--- src/design/sblr_pkg.sv ---
package sblr_pkg;

   // Window geometry
   localparam int MAX_RADIUS = 63;
   localparam int RAD_W      = $clog2(MAX_RADIUS + 1);
   localparam int RP1_W      = RAD_W + 1;
   localparam int SQ_W       = 2 * RAD_W + 1;

   // Pixel layout: red, green, blue, alpha from the lowest byte up
   localparam int CH_W   = 8;
   localparam int NUM_CH = 4;
   localparam int PIX_W  = CH_W * NUM_CH;

   // Accumulator widths
   localparam int SUM_W  = CH_W + RAD_W;
   localparam int WS_W   = CH_W + 2 * RAD_W;

   // Output scaling
   localparam int MUL_W   = 10;
   localparam int SHIFT_W = 5;
   localparam int PROD_W  = WS_W + MUL_W;

   // Pixel count within a line, saturating
   localparam int SEEN_W = 7;
   localparam logic [SEEN_W-1:0] SEEN_CAP = '1;

   // Register file
   localparam int CSR_IDX_W  = 2;
   localparam int CSR_DATA_W = MUL_W;
   localparam logic [CSR_IDX_W-1:0] REG_RADIUS      = CSR_IDX_W'(0);
   localparam logic [CSR_IDX_W-1:0] REG_SCALE_MUL   = CSR_IDX_W'(1);
   localparam logic [CSR_IDX_W-1:0] REG_SCALE_SHIFT = CSR_IDX_W'(2);

   localparam logic [RAD_W-1:0]   RADIUS_RST = RAD_W'(1);
   localparam logic [SQ_W-1:0]    SQ_RST     = SQ_W'(4);
   localparam logic [MUL_W-1:0]   MUL_RST    = MUL_W'(512);
   localparam logic [SHIFT_W-1:0] SHIFT_RST  = SHIFT_W'(11);

   // Window cell control
   typedef struct packed {
      logic fill;   // load every cell with the line's first pixel
      logic shift;  // move one place toward the chain exit
   } cell_ctl_type;

   // Per-channel accumulator control
   typedef struct packed {
      logic fill;   // initialize sums for a window of one repeated pixel
      logic push;   // slide the window by one pixel
      logic mul;    // scale the weighted sum
   } lane_ctl_type;

endpackage

--- src/design/sblr_cell.sv ---
module sblr_cell
   import sblr_pkg::*;
(
   input  logic             clock,
   input  cell_ctl_type     ctl,
   input  logic             inject,
   input  logic [PIX_W-1:0] new_pix,
   input  logic [PIX_W-1:0] up_pix,
   output logic [PIX_W-1:0] pix
);

   logic [PIX_W-1:0] pix_ff;
   logic [PIX_W-1:0] pix_in;

   // A fill loads the new pixel; a shift takes the neighbor or the injected pixel
   always_comb begin
      pix_in = pix_ff;
      if (ctl.fill) begin
         pix_in = new_pix;
      end else if (ctl.shift) begin
         pix_in = inject ? new_pix : up_pix;
      end
   end

   always_ff @(posedge clock) begin
      pix_ff <= pix_in;
   end

   assign pix = pix_ff;

endmodule

--- config.mk ---
export PLATFORM = sky130hd
export DESIGN_NAME = sblr_cell
export DESIGN_NICKNAME = d
export VERILOG_FILES = /design/src/design/sblr_pkg.sv /design/src/design/sblr_cell.sv
export SDC_FILE = /design/constraint.sdc
export NUM_CORES = 1
export LEC_CHECK = 0
export BUFFER_PORTS_ARGS = -buffer_cell sky130_fd_sc_hd__buf_2
export CORE_MARGIN = 2
export CORE_UTILIZATION = 43
export DETAILED_ROUTE_END_ITERATION = 6
export HOLD_SLACK_MARGIN = 0.02
export PLACE_DENSITY = 0.89
export SLEW_MARGIN = 10
export SYNTH_ARGS = -nofsm -noshare
export SYNTH_HDL_FRONTEND = slang
export SYNTH_SLANG_ARGS = --single-unit
--- constraint.sdc ---
create_clock -name clock -period 3.2 [get_ports clock]
set_input_delay 0.64 -clock clock [delete_from_list [all_inputs] [get_ports clock]]
set_output_delay 0.64 -clock clock [all_outputs]
set_load 0.01 [all_outputs]
==> summary.md <==
| Metric | Value |
|---|---|
| Unrepaired setup endpoints after global routing | false |
| Root buf cell | clkbuf_4 |
| Rows | 20 |
| Clk slew on worst S/H paths | 0.09 ns |
| Initial antenna violation count | 0 |
| Residual DRC | 0 |
| Gpl congestion | 0.7142 |
| Mux contribution to synthesized area | 26.51% |
| Via count | 1017 |
| Drt wl/cell | 13.76 um |
| Placed cell count | 209 |
| Warnings from Yosys | 0 |
| CTS Hold Bufs | 0 |
| Post_cts resized | 0 |
| Netlist cell types | 6 |
| Ant. Diodes | 0 |
| Largest net degree at the start of global routing | 33 |
| Setup_tns | 0 ns |
| CTS buffer count | 5 |
| Rel. slew slack | 42.41% |
| Clock sink total | 32 |
| DRT iter0 DRCs | 14 |
| Worst setup margin | 1.415 ns |
| Adder-cell share of the synthesized area | 0% |
| Area leader, netlist | edfxtp_1 |
| Vias in the first global route | 1006 |
| Total GRT Usage | 17.09% |
| Syn_area_per_cell | 20.11 um^2 |
| Area share of and/or/nand/nor cells after synthesis | 1.262% |
| Pre-CTS setup slack | 1.041 ns |
| WS Path Type | in -> reg |
| H-tree level count | 2 |
| Hold Path Sink | pix[0] |
| Die height | 60.81 um |
| Die X | 60.81 um |
| Initial core utilization | 45.45% |
| Min-Delay Path Class | in -> reg |
| Post-route minimum period | 1.785 ns |
| Leakage | 0.8744 nW |
| Total Nets Final | 240 |
| Pwr/cell area | 460.4 nW/um^2 |
| Largest family of logic cells by synthesized area | multiplexers |
| Buffers on Ports | 99 |
| IO Pins | 100 |
| Share of cells above drive strength 1 | 79.77% |
| Status | complete, no violations |
| CTS tree | yes |
| Core ar. | 3053 um^2 |
| Main area contributors after synthesis | edfxtp_1 (69%), mux2_2 (24%), clkbuf_8 (3.0%) |
| Cell count after synthesis | 69 |
| Worst hold stages | 2 |
| Grt ovf | 0 |
| Critical Path Start Type | primary input |
| Final number of setup-violating endpoints | 0 |
| Synth top area share | 69.25% |
| # fillers | 262 |
| Via/cell ratio | 4.687 |
| Worst hold start | up_pix[0] |
| Slew Viols, Final | 0 |
| Crit path DAT | 1.85 ns |
| Sequential element share of the synthesized area | 69.25% |
| DRT Pass-1 Iters | 4 |
| First-pass GRT wire length | 4.360 mm |
| Largest register FFs | 32 |
| Routed Antenna Nets | 0 |
| Die area | 3697 um^2 |
| Post-Layout Cell Count | 217 |
| Setup bufs post-CTS | 0 |
| Area growth syn-to-layout | 40.22% |
| #FFs+latches synth | 32 |
| Worst-Margin Slew | 0.8618 ns |
| Cell area after synthesis | 1388 um^2 |
| Clock Tree Buf Depth | 2 |
| Compound-Gate Fraction of Synth Area | 0% |
| Final period util | 55.77% |
| Max Cap Viol | 0 |
| DRT Wirelength | 2.985 mm |
| Synth Area in XOR/XNOR | 0% |
| Critical-path maximum fanout | 32 |
| Worst vdd ir | 0.2307 mV |
| Syn nets | 137 |
| Hold WS | 0.6178 ns |
| Fmax | 560.4 MHz |
| Hold Vio Cnt, Final | 0 |
| Req. time, crit path | 3.27 ns |
| Crit end category | register |
==> layer usage <==
metal | wire length [um] | vias to the layer above | track usage (%)
li1 | - | 475 | -
met1 | 995 | 469 | 14.95
met2 | 1607 | 66 | 32.10
met3 | 317 | 7 | 7.676
met4 | 64 | 0 | 9.006
met5 | 0 | - | 0
==> layout by cell type (no fill, tap or decap), drive strengths merged <==
cell,count
or2,1
clkinv,1
nor2,1
buf,99
edfxtp,32
clkbuf,7
mux2,32
==> stage by stage <==
step                util, %  power [mW]  instance area (um^2)
floorplan                 -      0.6127                  1388
global placement      62.13      0.6908                  1897
detailed placement    62.13      0.6979                  1897
CTS                   63.73      0.9091                  1946
global route          63.73      0.9398                  1946
finish                63.73      0.8957                  1946
==> cells by family after synthesis <==
logic type             Yosys count
muxes                           32
buffers and inverters            3
DFF                             32
and+or+nand+nor                  2
==> synthesized netlist by cell type, drive strengths merged <==
library cell,count
clkbuf,3
edfxtp,32
nor2,1
or2,1
mux2,32
==> power by group <==
| part | total, mW | switching [mW] | internal [mW] |
|---|---|---|---|
| clock network | 0.210 | 0.126 | 0.0844 |
| logic | 0.161 | 0.0730 | 0.0879 |
| registers | 0.525 | 0.0106 | 0.514 |
| total | 0.896 | 0.209 | 0.686 |
==> worst max-delay path by stage <==
stage,start,to,slack [ns],cells past startpoint
after global routing,inject,pix[28],1.36,3
after CTS,inject,pix[16],1.40,3
after floorplan,inject,pix[0],1.65,3
final,inject,pix[28],1.42,3
after global placement,inject,pix[19],1.11,3
after detailed placement,inject,pix[6],1.04,3
==> layout make-up <==
class	instances	area (um^2)	share of cell area, %
flip-flops and latches	32	960.9	49.39
clock inverters	1	3.754	0.1929
well taps	44	55.05	2.830
repair buffers	99	495.5	25.47
multi-input cells	34	385.4	19.81
clock buffers	7	45.04	2.315
==> worst max-delay path, cell delays in order <==
cell    delay, ns
buf_2        0.11
nor2_4       0.67
mux2_2       0.42
(Power assumes the default switching activity.)
