### config.mk
export PLATFORM = sky130hd
export DESIGN_NAME = sblr_chain
export DESIGN_NICKNAME = d
export VERILOG_FILES = /design/src/design/sblr_pkg.sv /design/src/design/sblr_cell.sv /design/src/design/sblr_chain.sv
export SDC_FILE = /design/constraint.sdc
export NUM_CORES = 2
export LEC_CHECK = 0
export BUFFER_PORTS_ARGS = -buffer_cell sky130_fd_sc_hd__clkbuf_2
export CAP_MARGIN = 10
export CORE_MARGIN = 2
export CORE_UTILIZATION = 40
export CTS_BUF_LIST = sky130_fd_sc_hd__clkbuf_16
export CTS_CLUSTER_DIAMETER = 120
export DETAILED_ROUTE_END_ITERATION = 8
export GPL_ROUTABILITY_DRIVEN = 0
export PLACE_DENSITY = 0.54
export RECOVER_POWER = 100
export SYNTH_ARGS = -nofsm -noshare
export SYNTH_HDL_FRONTEND = slang
export SYNTH_SLANG_ARGS = --single-unit
### constraint.sdc
create_clock -name clock -period 33.3 [get_ports clock]
set_clock_uncertainty 0.05 [all_clocks]
set_input_delay 6.66 -clock clock [delete_from_list [all_inputs] [get_ports clock]]
set_output_delay 6.66 -clock clock [all_outputs]
set_load 0.03 [all_outputs]
### src/design/sblr_pkg.sv
package sblr_pkg;

   // Window geometry
   localparam int MAX_RADIUS = 63;
   localparam int RAD_W      = $clog2(MAX_RADIUS + 1);
   localparam int RP1_W      = RAD_W + 1;
   localparam int SQ_W       = 2 * RAD_W + 1;

   // Pixel layout: red, green, blue, alpha from the lowest byte up
   localparam int CH_W   = 8;
   localparam int NUM_CH = 4;
   localparam int PIX_W  = CH_W * NUM_CH;

   // Accumulator widths
   localparam int SUM_W  = CH_W + RAD_W;
   localparam int WS_W   = CH_W + 2 * RAD_W;

   // Output scaling
   localparam int MUL_W   = 10;
   localparam int SHIFT_W = 5;
   localparam int PROD_W  = WS_W + MUL_W;

   // Pixel count within a line, saturating
   localparam int SEEN_W = 7;
   localparam logic [SEEN_W-1:0] SEEN_CAP = '1;

   // Register file
   localparam int CSR_IDX_W  = 2;
   localparam int CSR_DATA_W = MUL_W;
   localparam logic [CSR_IDX_W-1:0] REG_RADIUS      = CSR_IDX_W'(0);
   localparam logic [CSR_IDX_W-1:0] REG_SCALE_MUL   = CSR_IDX_W'(1);
   localparam logic [CSR_IDX_W-1:0] REG_SCALE_SHIFT = CSR_IDX_W'(2);

   localparam logic [RAD_W-1:0]   RADIUS_RST = RAD_W'(1);
   localparam logic [SQ_W-1:0]    SQ_RST     = SQ_W'(4);
   localparam logic [MUL_W-1:0]   MUL_RST    = MUL_W'(512);
   localparam logic [SHIFT_W-1:0] SHIFT_RST  = SHIFT_W'(11);

   // Window cell control
   typedef struct packed {
      logic fill;   // load every cell with the line's first pixel
      logic shift;  // move one place toward the chain exit
   } cell_ctl_type;

   // Per-channel accumulator control
   typedef struct packed {
      logic fill;   // initialize sums for a window of one repeated pixel
      logic push;   // slide the window by one pixel
      logic mul;    // scale the weighted sum
   } lane_ctl_type;

endpackage

### src/design/sblr_cell.sv
module sblr_cell
   import sblr_pkg::*;
(
   input  logic             clock,
   input  cell_ctl_type     ctl,
   input  logic             inject,
   input  logic [PIX_W-1:0] new_pix,
   input  logic [PIX_W-1:0] up_pix,
   output logic [PIX_W-1:0] pix
);

   logic [PIX_W-1:0] pix_ff;
   logic [PIX_W-1:0] pix_in;

   // A fill loads the new pixel; a shift takes the neighbor or the injected pixel
   always_comb begin
      pix_in = pix_ff;
      if (ctl.fill) begin
         pix_in = new_pix;
      end else if (ctl.shift) begin
         pix_in = inject ? new_pix : up_pix;
      end
   end

   always_ff @(posedge clock) begin
      pix_ff <= pix_in;
   end

   assign pix = pix_ff;

endmodule

### src/design/sblr_chain.sv
module sblr_chain
   import sblr_pkg::*;
(
   input  logic             clock,
   input  cell_ctl_type     ctl,
   input  logic [RAD_W-1:0] len,
   input  logic [PIX_W-1:0] feed,
   output logic [PIX_W-1:0] tail
);

   // Cell 0 is the exit. A pixel enters at cell len-1, so it leaves after len shifts.
   logic [PIX_W-1:0] cell_pix [MAX_RADIUS];

   for (genvar i = 0; i < MAX_RADIUS; i++) begin : g_cell
      logic             inject;
      logic [PIX_W-1:0] up_pix;

      assign inject = (len == RAD_W'(i + 1));

      if (i == MAX_RADIUS - 1) begin : g_top
         assign up_pix = feed;
      end else begin : g_mid
         assign up_pix = cell_pix[i + 1];
      end

      sblr_cell u_cell (
         .clock   (clock),
         .ctl     (ctl),
         .inject  (inject),
         .new_pix (feed),
         .up_pix  (up_pix),
         .pix     (cell_pix[i])
      );
   end

   assign tail = cell_pix[0];

endmodule

==> run_results.csv <==
group,metric,value,unit
placed_design,post-dp-hpwl,152500,µm
clock_tree,cts-buffers-inserted,203,
yosys,synth_area_leaders,"edfxtp_1, a221o_1, clkbuf_1, buf_2, and2_1",
critical_path,r2r_end,"g_cell[0].u_cell.pix[10]$_DFFE_PP_",
yosys,ys_seq_elements,2016,
final_layout,final_area,93070,µm²
critical_path,start_kind,"primary input",
placed_design,io_buffers,72,
clock_tree,cts_hold_buf,0,
final_layout,num-nets-final,4717,
critical_path,r2r_cells,1,
clock_tree,cts_setup_buffers,0,
yosys,avgSynthCellArea,16.57,µm²
clock_tree,cts_max_path_buffers,3,
placed_design,dpl.cell_count,7290,
flow_run,max-cap-violations,149,
yosys,yosys.area.top_type_share,70.64,%
grt,grt_pass1_wl,425300,µm
yosys,synth-xor-area-share,0,%
die,die-area,218000,µm²
min_path,min_to,"g_cell[7].u_cell.pix[9]$_DFFE_PP_",
yosys,synth-warning-count,0,
critical_path,critPathMaxFanout,80,
final_layout,syn_to_final_growth,8.603,%
clock_tree,cts_tree,"built",
yosys,synthTopCellsByCount,"edfxtp_1, a221o_1, clkbuf_1",
min_path,worstHoldPathCells,1,
clock_tree,root_buffer,"clkbuf_16",
route,avgRoutedWirePerCell,40.03,µm
route,drc,0,
critical_path,r2r_slack,32.16,ns
critical_path,criticalPathCategory,"in -> reg",
route,finalWirelength,306400,µm
power,leakage,31.98,nW
sta,fin_crit,21.45,ns
placed_design,placed_area,87930,µm²
sta,worstMarginPinSlew,5.103,ns
critical_path,crit_top_cell,"clkbuf_1",
grt,grt_pass1_vias,52210,
clock_tree,htreeDepth,4,
grt,antenna_found_initial,28,
sta,maxSlewHeadroom,-240.2,%
final_layout,largest_register_ffs,2016,
yosys,yosysTopAreaCell,"edfxtp_1",
grt,grt_use_total,27.17,%
critical_path,timing.rr.start,"g_cell[1].u_cell.pix[10]$_DFFE_PP_",
yosys,yosys.area_share.simple,1.479,%
route,drt_iter0_markers,10500,
final_layout,drive_gt1_share,7.578,%
sta,fmax,46.63,MHz
clock_tree,cts_resized,0,
outcome,violations,"max-capacitance violations, max-slew violations",
sta,finalHoldViolCount,0,
sta,finalSetupViolCount,0,
critical_path,critPathCaptureType,"register",
sta,period_share,64.40,%
die,start_util,40.33,%
yosys,synth_compound_area_share,23.54,%
yosys,synth_most_common_cell,"edfxtp_1",
clock_tree,clk_pin_slew,0.06,ns
critical_path,arrival,21.86,ns
sta,timing.hold.ws,0.4807,ns
yosys,synth_mux_area_share,0,%
die,die_h,466.9,µm
yosys,synth_top_family_by_area,"compound AO/OA/AOI/OAI gates",
sta,slew_violations,4912,
route,dr.pass1.iters,6,
grt,grt_max_degree,189,
die,coreArea,212500,µm²
yosys,synthFlopType,"edfxtp_1",
final_layout,stdcell_count,7655,
yosys,post_synth_fa_ha_maj_area_fraction,0,%
power,finalPower,0.005988,W
clock_tree,clock-sinks,2016,
critical_path,slowest_delay,3.73,ns
die,fp.dieW,466.9,µm
yosys,syn_area,85700,µm²
yosys,synthCells,5173,
power,power.density,64.34,nW/µm²
yosys,async_flop_share,0,%
yosys,yosysUniqueCellTypes,18,
critical_path,critPathSlowestCell,"or2_0",
die,rows,169,
yosys,synth_edf_count,2016,
min_path,hold_path_class,"reg -> reg",
min_path,hp-start,"g_cell[8].u_cell.pix[9]$_DFFE_PP_",
route,ant_nets,0,
yosys,syn_nets,5214,
route,via_per_inst,7.425,
sta,rsz0062_at_grt,"no",
clock_tree,clkLatencyLatePin,0.86,ns
critical_path,critical_path.cell_chain,"clkbuf_1, or2_0, clkbuf_1, clkbuf_1, buf_4, buf_4",
outcome,status,"finished, violations left",
die,io-pin-count,73,
grt,overflow,0,
sta,final.setup.tns,0,ns
power,ir_worst_vdd,0.04706,mV
route,via_count,56840,
critical_path,cp.required,33.71,ns
yosys,seq_area_frac_synth,70.64,%
[cells in the final DEF (no fill, tap or decap), types with 2 or more instances in the layout]
master / count
a21oi_1: 42
a21oi_4: 20
a221o_1: 1984
and2_0: 24
and2_1: 97
and2_2: 8
and3_1: 32
and4b_4: 4
and4bb_4: 5
buf_12: 6
buf_4: 56
bufinv_16: 8
clkbuf_1: 159
clkbuf_16: 208
clkbuf_2: 7
clkinv_1: 49
clkinv_2: 26
diode_2: 4
edfxtp_1: 2016
inv_1: 60
inv_6: 5
nor2b_4: 2
nor4b_4: 4
[critical path: cells and delay by family]
kind | cells | cell delay, ns
AND/OR/NAND/NOR | 1 | 3.73
buffers and inverters | 5 | 11.15
[power by group]
group          internal (W)  leakage, nW  switching (W)
Combinational      0.000218         7.71       0.000381
Clock               0.00118         3.21       0.000989
Sequential          0.00313         21.1      0.0000887
Total               0.00453         32.0        0.00146
[worst max-delay path by stage]
| stage | startpoint | to | slack [ns] | depth (start not counted) |
|---|---|---|---|---|
| 2_1_floorplan | ctl[1] | g_cell[0].u_cell.pix[0]$_DFFE_PP_ | 0.63 | 3 |
| 3_3_place_gp | ctl[1] | g_cell[28].u_cell.pix[10]$_DFFE_PP_ | 20.98 | 6 |
| 3_5_place_dp | ctl[1] | g_cell[30].u_cell.pix[10]$_DFFE_PP_ | 20.86 | 6 |
| 4_1_cts | ctl[1] | g_cell[48].u_cell.pix[10]$_DFFE_PP_ | 21.74 | 6 |
| 5_1_grt | ctl[1] | g_cell[23].u_cell.pix[10]$_DFFE_PP_ | 11.24 | 6 |
| 6_report | ctl[1] | g_cell[13].u_cell.pix[10]$_DFFE_PP_ | 11.85 | 6 |
[cell families after synthesis]
| group | after synthesis |
|---|---|
| DFF | 2016 |
| buffers and inverters | 930 |
| AOI/OAI and AO/OA | 2046 |
| and+or+nand+nor | 181 |
[layout make-up]
class / instances / area, µm²
clock buffer: 208 / 5205
antenna: 4 / 10.01
timing repair buffer: 228 / 1172
tap: 2821 / 3530
clock inverter: 151 / 867.1
fill: 18550 / 119400
multi-input combinational: 2227 / 21750
sequential: 2016 / 60540
[layer usage]
metal / global-route usage, % / vias to the layer above / wire length (µm)
li1: - / 21970 / -
met3: 7.386 / 615 / 36240
met4: 9.537 / 14 / 11880
met5: 0 / - / 89
met2: 41.22 / 4075 / 138800
met1: 37.48 / 30160 / 119400
[metrics by stage]
| step | utilization, % | worst slack (ns) |
|---|---|---|
| finish | 43.79 | 11.85 |
| global route | 43.79 | 11.24 |
| CTS | 44.24 | 21.74 |
| detailed placement | 41.38 | 20.86 |
| global placement | 41.37 | 20.98 |
| floorplan | - | 0.6322 |
(Power assumes the default switching activity.)
