**src/design/sblr_pkg.sv**
```systemverilog
package sblr_pkg;

   // Window geometry
   localparam int MAX_RADIUS = 63;
   localparam int RAD_W      = $clog2(MAX_RADIUS + 1);
   localparam int RP1_W      = RAD_W + 1;
   localparam int SQ_W       = 2 * RAD_W + 1;

   // Pixel layout: red, green, blue, alpha from the lowest byte up
   localparam int CH_W   = 8;
   localparam int NUM_CH = 4;
   localparam int PIX_W  = CH_W * NUM_CH;

   // Accumulator widths
   localparam int SUM_W  = CH_W + RAD_W;
   localparam int WS_W   = CH_W + 2 * RAD_W;

   // Output scaling
   localparam int MUL_W   = 10;
   localparam int SHIFT_W = 5;
   localparam int PROD_W  = WS_W + MUL_W;

   // Pixel count within a line, saturating
   localparam int SEEN_W = 7;
   localparam logic [SEEN_W-1:0] SEEN_CAP = '1;

   // Register file
   localparam int CSR_IDX_W  = 2;
   localparam int CSR_DATA_W = MUL_W;
   localparam logic [CSR_IDX_W-1:0] REG_RADIUS      = CSR_IDX_W'(0);
   localparam logic [CSR_IDX_W-1:0] REG_SCALE_MUL   = CSR_IDX_W'(1);
   localparam logic [CSR_IDX_W-1:0] REG_SCALE_SHIFT = CSR_IDX_W'(2);

   localparam logic [RAD_W-1:0]   RADIUS_RST = RAD_W'(1);
   localparam logic [SQ_W-1:0]    SQ_RST     = SQ_W'(4);
   localparam logic [MUL_W-1:0]   MUL_RST    = MUL_W'(512);
   localparam logic [SHIFT_W-1:0] SHIFT_RST  = SHIFT_W'(11);

   // Window cell control
   typedef struct packed {
      logic fill;   // load every cell with the line's first pixel
      logic shift;  // move one place toward the chain exit
   } cell_ctl_type;

   // Per-channel accumulator control
   typedef struct packed {
      logic fill;   // initialize sums for a window of one repeated pixel
      logic push;   // slide the window by one pixel
      logic mul;    // scale the weighted sum
   } lane_ctl_type;

endpackage

```
**src/design/sblr_lane.sv**
```systemverilog
module sblr_lane
   import sblr_pkg::*;
(
   input  logic               clock,
   input  lane_ctl_type       ctl,
   input  logic [CH_W-1:0]    x,            // incoming pixel
   input  logic [CH_W-1:0]    a_in,         // pixel becoming the center
   input  logic [CH_W-1:0]    c_in,         // current center
   input  logic [CH_W-1:0]    b_in,         // oldest pixel, leaving the window
   input  logic [RP1_W-1:0]   rp1,          // radius + 1
   input  logic [SQ_W-1:0]    sq,           // (radius + 1)^2
   input  logic [MUL_W-1:0]   scale_mul,
   input  logic [SHIFT_W-1:0] scale_shift,
   output logic [CH_W-1:0]    result
);

   logic [SUM_W-1:0]  sin_ff, sin_in;    // newest r+1 pixels, center included
   logic [SUM_W-1:0]  sout_ff, sout_in;  // oldest r+1 pixels, center included
   logic [WS_W-1:0]   ws_ff, ws_in;      // triangular weighted sum
   logic [PROD_W-1:0] prod_ff;

   // Running sums: a fill starts from one repeated pixel, a push slides by one
   always_comb begin
      sin_in  = sin_ff;
      sout_in = sout_ff;
      ws_in   = ws_ff;
      if (ctl.fill) begin
         sin_in  = SUM_W'(x) * SUM_W'(rp1);
         sout_in = SUM_W'(x) * SUM_W'(rp1);
         ws_in   = WS_W'(x) * WS_W'(sq);
      end else if (ctl.push) begin
         sin_in  = sin_ff + SUM_W'(x) - SUM_W'(c_in);
         sout_in = sout_ff + SUM_W'(a_in) - SUM_W'(b_in);
         ws_in   = ws_ff + WS_W'(sin_in) - WS_W'(sout_ff);
      end
   end

   always_ff @(posedge clock) begin
      sin_ff  <= sin_in;
      sout_ff <= sout_in;
      ws_ff   <= ws_in;
      if (ctl.mul) begin
         prod_ff <= PROD_W'(ws_ff) * PROD_W'(scale_mul);
      end
   end

   // Low byte of the shifted product
   assign result = CH_W'(prod_ff >> scale_shift);

endmodule

```
**config.mk**
```make
export PLATFORM = sky130hd
export DESIGN_NAME = sblr_lane
export DESIGN_NICKNAME = d
export VERILOG_FILES = /design/src/design/sblr_pkg.sv /design/src/design/sblr_lane.sv
export SDC_FILE = /design/constraint.sdc
export NUM_CORES = 1
export LEC_CHECK = 0
export ABC_CLOCK_PERIOD_IN_PS = 4760
export BUFFER_PORTS_ARGS = -buffer_cell sky130_fd_sc_hd__buf_2
export CAP_MARGIN = 10
export CORE_UTILIZATION = 35
export DETAILED_ROUTE_END_ITERATION = 12
export GPL_TIMING_DRIVEN = 1
export PLACE_DENSITY = 0.51
export SLEW_MARGIN = 10
export SYNTH_ARGS = -nofsm -noshare
export SYNTH_HDL_FRONTEND = slang
export SYNTH_SLANG_ARGS = --single-unit
export TNS_END_PERCENT = 1
```
**constraint.sdc**
```tcl
create_clock -name clock -period 4.76 [get_ports clock]
set_clock_uncertainty 0.1 [all_clocks]
set_input_delay 0 -clock clock [delete_from_list [all_inputs] [get_ports clock]]
set_output_delay 0 -clock clock [all_outputs]
set_load 0.02 [all_outputs]
```
==> reports/metrics.csv, run 1 <==
metric;value;unit
core_area;51300;um2
start_util;35.4;%
pin_count;79;
cp_slowest_cell;fa_1;
syn_inst;2050;
track_usage;18.4;%
reg2reg_depth;17;
end_kind;flop;
ys_ff_latch;78;
grt_pass1_wl;78.2;mm
syn_to_final_growth;17.8;%
clkLatencyLatePin;0.37;ns
antenna_found_initial;0;
antenna_cells;0;
clkSinkCount;78;
crit_top_cell;fa_1;
yosysWarnings;0;
drt_first_iter_violations;423;
min_period;5.13;ns
die_w;230;um
viasPerCell;4.82;
clk_pin_slew;0.07;ns
fin_util;41.7;%
wire_per_inst;15.7;um
maxCapViolCount;0;
nFillCells;5241;
rsz0062_at_grt;yes;
numCtsBuffers;9;
async_reset_ff_share;0;%
critPathRequiredTime;4.77;ns
drive_gt1_share;17.7;%
place_congestion;0.848;
max_clock_freq;195;MHz
synth_edf_count;78;
fp.dieH;230;um
max-clock-path-buffers;2;
rows;83;
grt_util_met2;32.3;%
avgSynthCellArea;8.85;um2
worstMarginPinSlew;0.786;ns
post-route-period-util;108;%
grt_max_degree;63;
final_common_cell;inv_1;
slew_viol_final;0;
holdPathStages;3;
vias;14200;
nNetsFinal;2789;
critPathMaxStageDelay;0.50;ns
htreeDepth;3;
ys.flop_type;edfxtp_1;
grtUsageMet1;24.4;%
die-area;52800;um2
path_max_fanout;6;
whs;0.0115;ns
path_cells;buf_4 > and2_1 > fa_1 > fa_1 > fa_1 > fa_1 > inv_1 > fa_1 > inv_2 > ha_4 > and3_4 > nand3_2 > o22ai_4 > a21oi_4 > o21ai_2 > a31oi_2 > o311a_1;
setup-violations-final;22;
yosysUniqueCellTypes;76;
drc;0;
outcome;finished with violations;
violations;setup timing;
slew_headroom;47.6;%
wl;46.3;mm
use_met3;1.69;%
cts_tree;built;
worstSetupStartpointType;flop;
antenna_left;0;
hp-class;in -> reg;
yosysSeqAreaShare;12.9;%
layout_common_cells;inv_1 (377), nand2_1 (268), fa_1 (263), buf_4 (211), ha_1 (171);
dr.pass1.iters;5;
root_buffer;clkbuf_16;
syn_area;18100;um2
port_buffers;78;
worst-endpoint-arrival;5.15;ns
gr-max-usage-layer;met2;
grt_pass1_vias;15400;
dp_hpwl;39.0;mm
grt_overflow;0;
crit_type;reg -> reg;
setup_slack;-0.374;ns
synth_fp_nets;2569;
hold_violations;0;
layer usage:
layer	vias up	share of wire (%)	wire length [um]
li1	7022	-	-
met1	6985	47	21900
met2	187	49	22600
met3	41	2.5	1140
met4	0	1.6	722
met5	-	0	0
registers in the layout, summed over array words and instances, names as in the netlist:
| name | cells |
|---|---|
| sin_ff | 14 |
| ws_ff | 20 |
| prod_ff | 30 |
| sout_ff | 14 |
layout make-up:
cell class                 count  area, um2  area share (%)
sequential                    78       2340            11.0
tap                          680        851            3.98
inverter                     378       1420            6.64
clock buffer                  10        229            1.07
multi-input combinational   1506      14400            67.3
timing repair buffer         297       2080            9.74
clock inverter                 6       62.6           0.293
critical path: cells and delay by family (launching register included):
family | cells | cell delay [ns]
DFF | 1 | 0.45
adders and majority gates | 6 | 2.69
and+or+nand+nor | 3 | 0.44
buffers and inverters | 3 | 0.27
AOI/OAI and AO/OA | 5 | 0.93
cells in the mapped netlist (all sizes together) (13+ instances only):
cell type	instances	area [um2]
a211oi	13	108
a21o	40	300
a21oi	75	383
a31oi	15	93.8
and2	172	1080
clkbuf	79	297
edfxtp	78	2340
fa	265	5310
ha	183	2290
inv	378	1420
mux2	16	180
mux2i	36	360
nand2	271	1020
nand2b	16	100
nand3	24	120
nor2	49	184
o211ai	13	97.6
o21a	17	128
o21ai	93	469
xnor2	53	464
xor2	29	254
path summary, 6_finish.rpt:
path            start          end  slack [ns]
max          ws_ff[3]  prod_ff[26]       -0.37
min            rp1[0]   sout_ff[0]        0.01
max reg2reg  ws_ff[3]  prod_ff[26]       -0.37
min reg2reg  ws_ff[0]   prod_ff[0]        0.69
through the flow:
| stage | cells | setup WS, ns | instance area [um2] | setup TNS [ns] |
|---|---|---|---|---|
| after floorplan | 2050 | -0.199 | 18200 | -1.58 |
| after global placement | 2927 | -0.380 | 20600 | -6.30 |
| after detailed placement | 2927 | -0.464 | 20600 | -6.58 |
| after CTS | 2952 | -0.299 | 21200 | -4.33 |
| after global routing | 2955 | -0.565 | 21400 | -9.70 |
| final | 2955 | -0.374 | 21400 | -4.41 |
what timing repair did:
action	CTS	global route
setup buffers	8	3
hold buffers	1	0
pin swaps	18	16
cloned	0	0
gates resized for setup	42	28
hold endpoints to repair	1	0
endpoints found under the setup margin	26	29
logic make-up (layout without fill, tap and decap cells):
kind of cell / after synthesis / count (layout) / share of synthesized area [%]
buf+inv: 466 / 691 / 9.76
xor+xnor: 82 / 82 / 3.96
mux: 56 / 56 / 3.47
fa+ha+maj: 448 / 448 / 41.9
simple gates: 585 / 585 / 15.7
flops: 78 / 78 / 12.9
compound gates: 335 / 335 / 12.4
Power of run 1 is not shown: default switching activity piles up to over one toggle a cycle in this logic, so the estimate is an artifact.
==> run 2: changes to the inputs <==
- CORE_ASPECT_RATIO: default -> 1.25
==> run 2 against run 1 <==
The run still ends with setup timing left. Final cell count down 0.30%. Routed wire length down 0.79%. Global-route usage down 0.17 points. Worst setup slack better by 0.049 ns. Die area about the same. Clock-buffer cell count unchanged. Non-clock buffer count up 13. Sequential share of layout area about the same. Critical path depth unchanged. Worst hold slack better by 0.066 ns. Fmax up 0.96%. Register-to-register slack better by 0.05 ns. Highest routed layer unchanged.
==> reports/metrics.csv, run 2 (synthesized netlist as in run 1, its figures left out) <==
metric;value;unit;change
root_buffer;clkbuf_16;;unchanged
largest_reg_flops;30;;unchanged
r2r_end;prod_ff[25];;was prod_ff[26]
clkSinkCount;78;;unchanged
track_usage;18.2;%;was 18.4%
violations;setup timing;;unchanged
crit_buf_inv;3;;unchanged
min_period;5.08;ns;was 5.13 ns
hold_end;prod_ff[3];;was sout_ff[0]
worstMarginPinSlew;0.758;ns;was 0.786 ns
drc;0;;unchanged
die-area;52800;um2;about the same
nNetsFinal;2802;;was 2,789
cp_slowest_cell;edfxtp_1;;was fa_1
max-clock-path-buffers;2;;unchanged
antenna_found_initial;0;;unchanged
path_max_fanout;7;;was 6
critPathRequiredTime;4.77;ns;about the same
regMostFlops;prod_ff;;unchanged
antenna_cells;0;;unchanged
hp-class;in -> reg;;unchanged
grt_max_degree;69;;was 63
nFillCells;5016;;was 5,241
setup-violations-final;20;;was 22
numCtsBuffers;9;;unchanged
max_clock_freq;197;MHz;was 195 MHz
path_cells;buf_6 > and2_1 > fa_1 > fa_1 > fa_1 > fa_1 > inv_1 > fa_1 > inv_1 > ha_1 > a21o_1 > a21o_1 > a21o_1 > o2bb2ai_1 > a31oi_2 > o21ai_1 > xor2_1;;was buf_4 > and2_1 > fa_1 > fa_1 > fa_1 > fa_1 > inv_1 > fa_1 > inv_2 > ha_4 > and3_4 > nand3_2 > o22ai_4 > a21oi_4 > o21ai_2 > a31oi_2 > o311a_1
holdPathStages;1;;was 3
final_common_cell;inv_1;;unchanged
grt_pass1_vias;15300;;was 15,400
port_buffers;78;;unchanged
wl;45.9;mm;was 46.3 mm
place_congestion;0.878;;was 0.848
reg_top3;prod_ff (30), ws_ff (20);;unchanged
start_util;35.7;%;was 35.4%
grt_pass1_wl;76.6;mm;was 78.2 mm
clk_pin_slew;0.07;ns;about the same
crit_type;reg -> reg;;unchanged
hold_violations;0;;unchanged
rr_startpoint;ws_ff[5];;was ws_ff[3]
pin_count;79;;unchanged
die_w;206;um;was 230 um
rsz0062_at_grt;yes;;unchanged
worstHoldStart;ctl[0];;was rp1[0]
crit_top_cell;fa_1;;unchanged
viasPerCell;4.91;;was 4.82
syn_to_final_growth;18.2;%;was 17.8%
drt_first_iter_violations;571;;was 423
htreeDepth;3;;unchanged
whs;0.0770;ns;was 0.0115 ns
ff2ff_setup_slack;-0.32;ns;was -0.37 ns
setup_slack;-0.325;ns;was -0.374 ns
rows;92;;was 83
maxCapViolCount;0;;unchanged
outcome;finished with violations;;unchanged
post-route-period-util;107;%;was 108%
layout_common_cells;inv_1 (376), nand2_1 (269), fa_1 (263), buf_4 (221), ha_1 (169);;was inv_1 (377), nand2_1 (268), fa_1 (263), buf_4 (211), ha_1 (171)
crit_family;adder cells;;unchanged
end_kind;flop;;unchanged
grt_overflow;0;;unchanged
dp_hpwl;39.0;mm;about the same
fp.dieH;257;um;was 230 um
core_area;50800;um2;was 51,300 um2
dr.pass1.iters;5;;unchanged
antenna_left;0;;unchanged
reg2reg_depth;17;;unchanged
clkLatencyLatePin;0.37;ns;about the same
critPathMaxStageDelay;0.53;ns;was 0.50 ns
vias;14500;;was 14,200
worstSetupStartpointType;flop;;unchanged
slew_viol_final;0;;unchanged
wire_per_inst;15.6;um;was 15.7 um
drive_gt1_share;18.3;%;was 17.7%
slew_headroom;49.5;%;was 47.6%
cts_tree;built;;unchanged
worst-endpoint-arrival;5.09;ns;was 5.15 ns
run 2: changes by cell type in the layout (fill, tap and decap cells not counted), moves of 3 or more:
cell / delta
and2_1: -5
a21oi_2: +3
and2_4: +5
o21ai_1: +3
buf_4: +10
run 2: what timing repair did:
item,in CTS,in global routing
hold endpoints to repair,1,0
hold buffers,1,0
resized for setup,50,23
pin swaps,30,10
endpoints found under the setup margin,26,29
setup buffers,17,0
run 2: worst max path at each step:
stage                              to  depth (start not counted)  slack [ns]      start
final                     prod_ff[25]                         17       -0.32   ws_ff[5]
after global routing      prod_ff[27]                         18       -0.53   ws_ff[8]
after CTS                 prod_ff[21]                         18       -0.33   ws_ff[8]
after detailed placement    ws_ff[19]                         21       -0.51  sin_ff[0]
after global placement      ws_ff[19]                         20       -0.45  sin_ff[6]
after floorplan           prod_ff[26]                         17       -0.20   ws_ff[4]
run 2: through the flow:
step	std cells	worst slack (ns)	util (%)	TNS, ns	area (um2)
2_1_floorplan	2050	-0.199	-	-1.58	18200
3_3_place_gp	2912	-0.450	40.7	-6.60	20700
3_5_place_dp	2912	-0.511	40.7	-8.34	20700
4_1_cts	2946	-0.329	42.1	-4.65	21400
5_1_grt	2946	-0.530	42.3	-9.39	21500
6_report	2946	-0.325	42.3	-4.21	21500
run 2: cell type report:
type                    instances  area (um2)  area share (%)
multi-input cells            1506       14400            67.0
inverters                     378        1420            6.61
repair buffers                310        2190            10.2
flip-flops and latches         78        2340            10.9
well taps                     658         823            3.84
clock inverters                 6        68.8           0.321
clock buffers                  10         229            1.07
run 2: routing by layer:
metal	global-route usage, %	part of all wire [%]
met5	0	0
met4	5.91	2.5
met3	1.59	2.8
met2	34.2	53
met1	21.3	41
Power of run 2 is left out for the same reason.
==> run 3: changes to the inputs <==
- PLACE_DENSITY: 0.51 -> 0.55
==> run 3 against run 2 <==
The flow still finishes with violations (setup timing). Via count decreased by 1.0%. Critical path type unchanged. Final cell count is the same. Utilization fell by 0.10 points. Critical path depth fell by 2. Routed wire length fell by 1.6%. Register-to-register slack got worse by 0.03 ns. Clock-buffer cell count shrank 1. First-iteration DRC count is 6.8% higher. Fmax fell by 0.49%. Sequential share of layout area about the same. Worst hold slack better by 0.0073 ns. Sequential cell count stayed put. Highest routed layer unchanged.
==> reports/metrics.csv, run 3 (synthesized netlist as in run 1, its figures left out) <==
metric;value;unit;change
dp_hpwl;38.2;mm;was 39.0 mm
antenna_cells;0;;unchanged
die-area;52800;um2;unchanged
drive_gt1_share;18.0;%;was 18.3%
setup-violations-final;21;;was 20
crit_family;adder cells;;unchanged
max-clock-path-buffers;2;;unchanged
layout_common_cells;inv_1 (378), nand2_1 (269), fa_1 (262), buf_4 (229), ha_1 (171);;was inv_1 (376), nand2_1 (269), fa_1 (263), buf_4 (221), ha_1 (169)
worstSetupStartpointType;flop;;unchanged
slew_viol_final;0;;unchanged
rr_startpoint;ws_ff[8];;was ws_ff[5]
largest_reg_flops;30;;unchanged
port_buffers;78;;unchanged
hp-class;in -> reg;;unchanged
ff2ff_setup_slack;-0.35;ns;was -0.32 ns
max_clock_freq;196;MHz;was 197 MHz
worst-endpoint-arrival;5.12;ns;was 5.09 ns
slew_headroom;48.7;%;was 49.5%
crit_buf_inv;1;;was 3
min_period;5.11;ns;was 5.08 ns
path_max_fanout;8;;was 7
numCtsBuffers;9;;unchanged
antenna_left;0;;unchanged
viasPerCell;4.86;;was 4.91
rsz0062_at_grt;yes;;unchanged
grt_max_degree;71;;was 69
syn_to_final_growth;18.0;%;was 18.2%
core_area;50800;um2;unchanged
clkLatencyLatePin;0.37;ns;about the same
worstMarginPinSlew;0.769;ns;was 0.758 ns
reg_top3;prod_ff (30), ws_ff (20);;unchanged
drt_first_iter_violations;610;;was 571
critPathRequiredTime;4.77;ns;about the same
setup_slack;-0.350;ns;was -0.325 ns
violations;setup timing;;unchanged
cp.depth;15;;was 17
cp_slowest_cell;fa_2;;was edfxtp_1
critPathCapture;prod_ff[26];;was prod_ff[25]
cts_tree;built;;unchanged
crit_start;ws_ff[8];;was ws_ff[5]
root_buffer;clkbuf_16;;unchanged
grt_pass1_vias;15600;;was 15,300
die_w;206;um;unchanged
critPathMaxStageDelay;0.59;ns;was 0.53 ns
vias;14300;;was 14,500
grt_pass1_wl;76.6;mm;about the same
start_util;35.7;%;unchanged
path_cells;nand2_1 > fa_1 > inv_1 > fa_1 > fa_2 > fa_1 > fa_1 > ha_4 > a21oi_1 > o21a_1 > o22ai_2 > a21oi_2 > o21ai_2 > a31oi_2 > o311a_1;;was buf_6 > and2_1 > fa_1 > fa_1 > fa_1 > fa_1 > inv_1 > fa_1 > inv_1 > ha_1 > a21o_1 > a21o_1 > a21o_1 > o2bb2ai_1 > a31oi_2 > o21ai_1 > xor2_1
regMostFlops;prod_ff;;unchanged
nNetsFinal;2804;;was 2,802
crit_top_cell;fa_1;;unchanged
pin_count;79;;unchanged
place_congestion;0.906;;was 0.878
post-route-period-util;107;%;about the same
maxCapViolCount;0;;unchanged
wl;45.2;mm;was 45.9 mm
final_common_cell;inv_1;;unchanged
fp.dieH;257;um;unchanged
grt_overflow;0;;unchanged
drc;0;;unchanged
finalSetupTns;-3.92;ns;was -4.21 ns
track_usage;18.0;%;was 18.2%
reg2reg_depth;15;;was 17
nFillCells;5010;;was 5,016
htreeDepth;3;;unchanged
wire_per_inst;15.4;um;was 15.6 um
rows;92;;unchanged
clkSinkCount;78;;unchanged
outcome;finished with violations;;unchanged
antenna_found_initial;0;;unchanged
crit_type;reg -> reg;;unchanged
clk_pin_slew;0.07;ns;about the same
end_kind;flop;;unchanged
r2r_end;prod_ff[26];;was prod_ff[25]
hold_violations;0;;unchanged
dr.pass1.iters;4;;was 5
[run 3: changes by cell type in the layout (fill, tap and decap cells not counted), moves of 2 or more]
cell     change
buf_4        +8
and2_1       +4
and2_4       -4
buf_6        -4
a21oi_1      +2
a21oi_2      -2
ha_1         +2
inv_1        +2
inv_2        -2
o21ai_2      +2
[run 3: how the worst min path moves through the flow]
stage | endpoint | cells after the start | slack, ns | start
2_1_floorplan | prod_ff[0] | 0 | 0.01 | ctl[0]
3_3_place_gp | sout_ff[0] | 4 | 0.38 | a_in[0]
3_5_place_dp | sout_ff[0] | 4 | 0.39 | a_in[0]
4_1_cts | prod_ff[23] | 1 | 0.09 | ctl[0]
5_1_grt | prod_ff[1] | 1 | 0.12 | ctl[0]
6_report | prod_ff[1] | 1 | 0.08 | ctl[0]
[run 3: worst register-to-register path: cells and delay by family, from the launching register on]
kind | cells | cell delay [ns]
adder cells (fa/ha/maj) | 6 | 2.84
AO/OA/AOI/OAI | 7 | 1.19
flip-flops | 1 | 0.53
AND/OR/NAND/NOR | 1 | 0.13
buffers and inverters | 1 | 0.05
[run 3: what timing repair did]
action / 4_1_cts / 5_1_grt
endpoints found under the hold margin: 1 / 0
setup endpoints to repair: 26 / 30
hold buffers: 1 / 0
cloned: 0 / 0
resized for setup: 47 / 18
buffers inserted: 16 / 1
pin swaps: 20 / 9
[run 3: final cells by class]
type                    count  area, um2  share of cell area (%)
multi-input cells        1506      14400                    67.2
flip-flops and latches     78       2340                    10.9
repair buffers            312       2180                    10.2
inverters                 378       1420                    6.63
well taps                 658        823                    3.85
clock buffers               9        225                    1.05
clock inverters             5       36.3                   0.169
[run 3: metal layers]
metal	vias to the layer above	GRT usage (%)	wire length, um
li1	7053	-	-
met4	0	4.79	844
met2	186	34.2	24200
met3	43	1.42	913
met5	-	0	0
met1	7025	21.3	19300
[run 3: metrics by stage]
stage	hold WS (ns)	utilization (%)	area, um2	std cells	setup slack (ns)
final	0.0843	42.2	21400	2946	-0.350
after global placement	0.379	40.7	20700	2914	-0.367
after detailed placement	0.387	40.7	20700	2914	-0.492
after floorplan	0.0125	-	18200	2050	-0.199
after global routing	0.121	42.2	21400	2946	-0.564
after CTS	0.0854	42.0	21300	2945	-0.321
Power of run 3 is left out for the same reason.
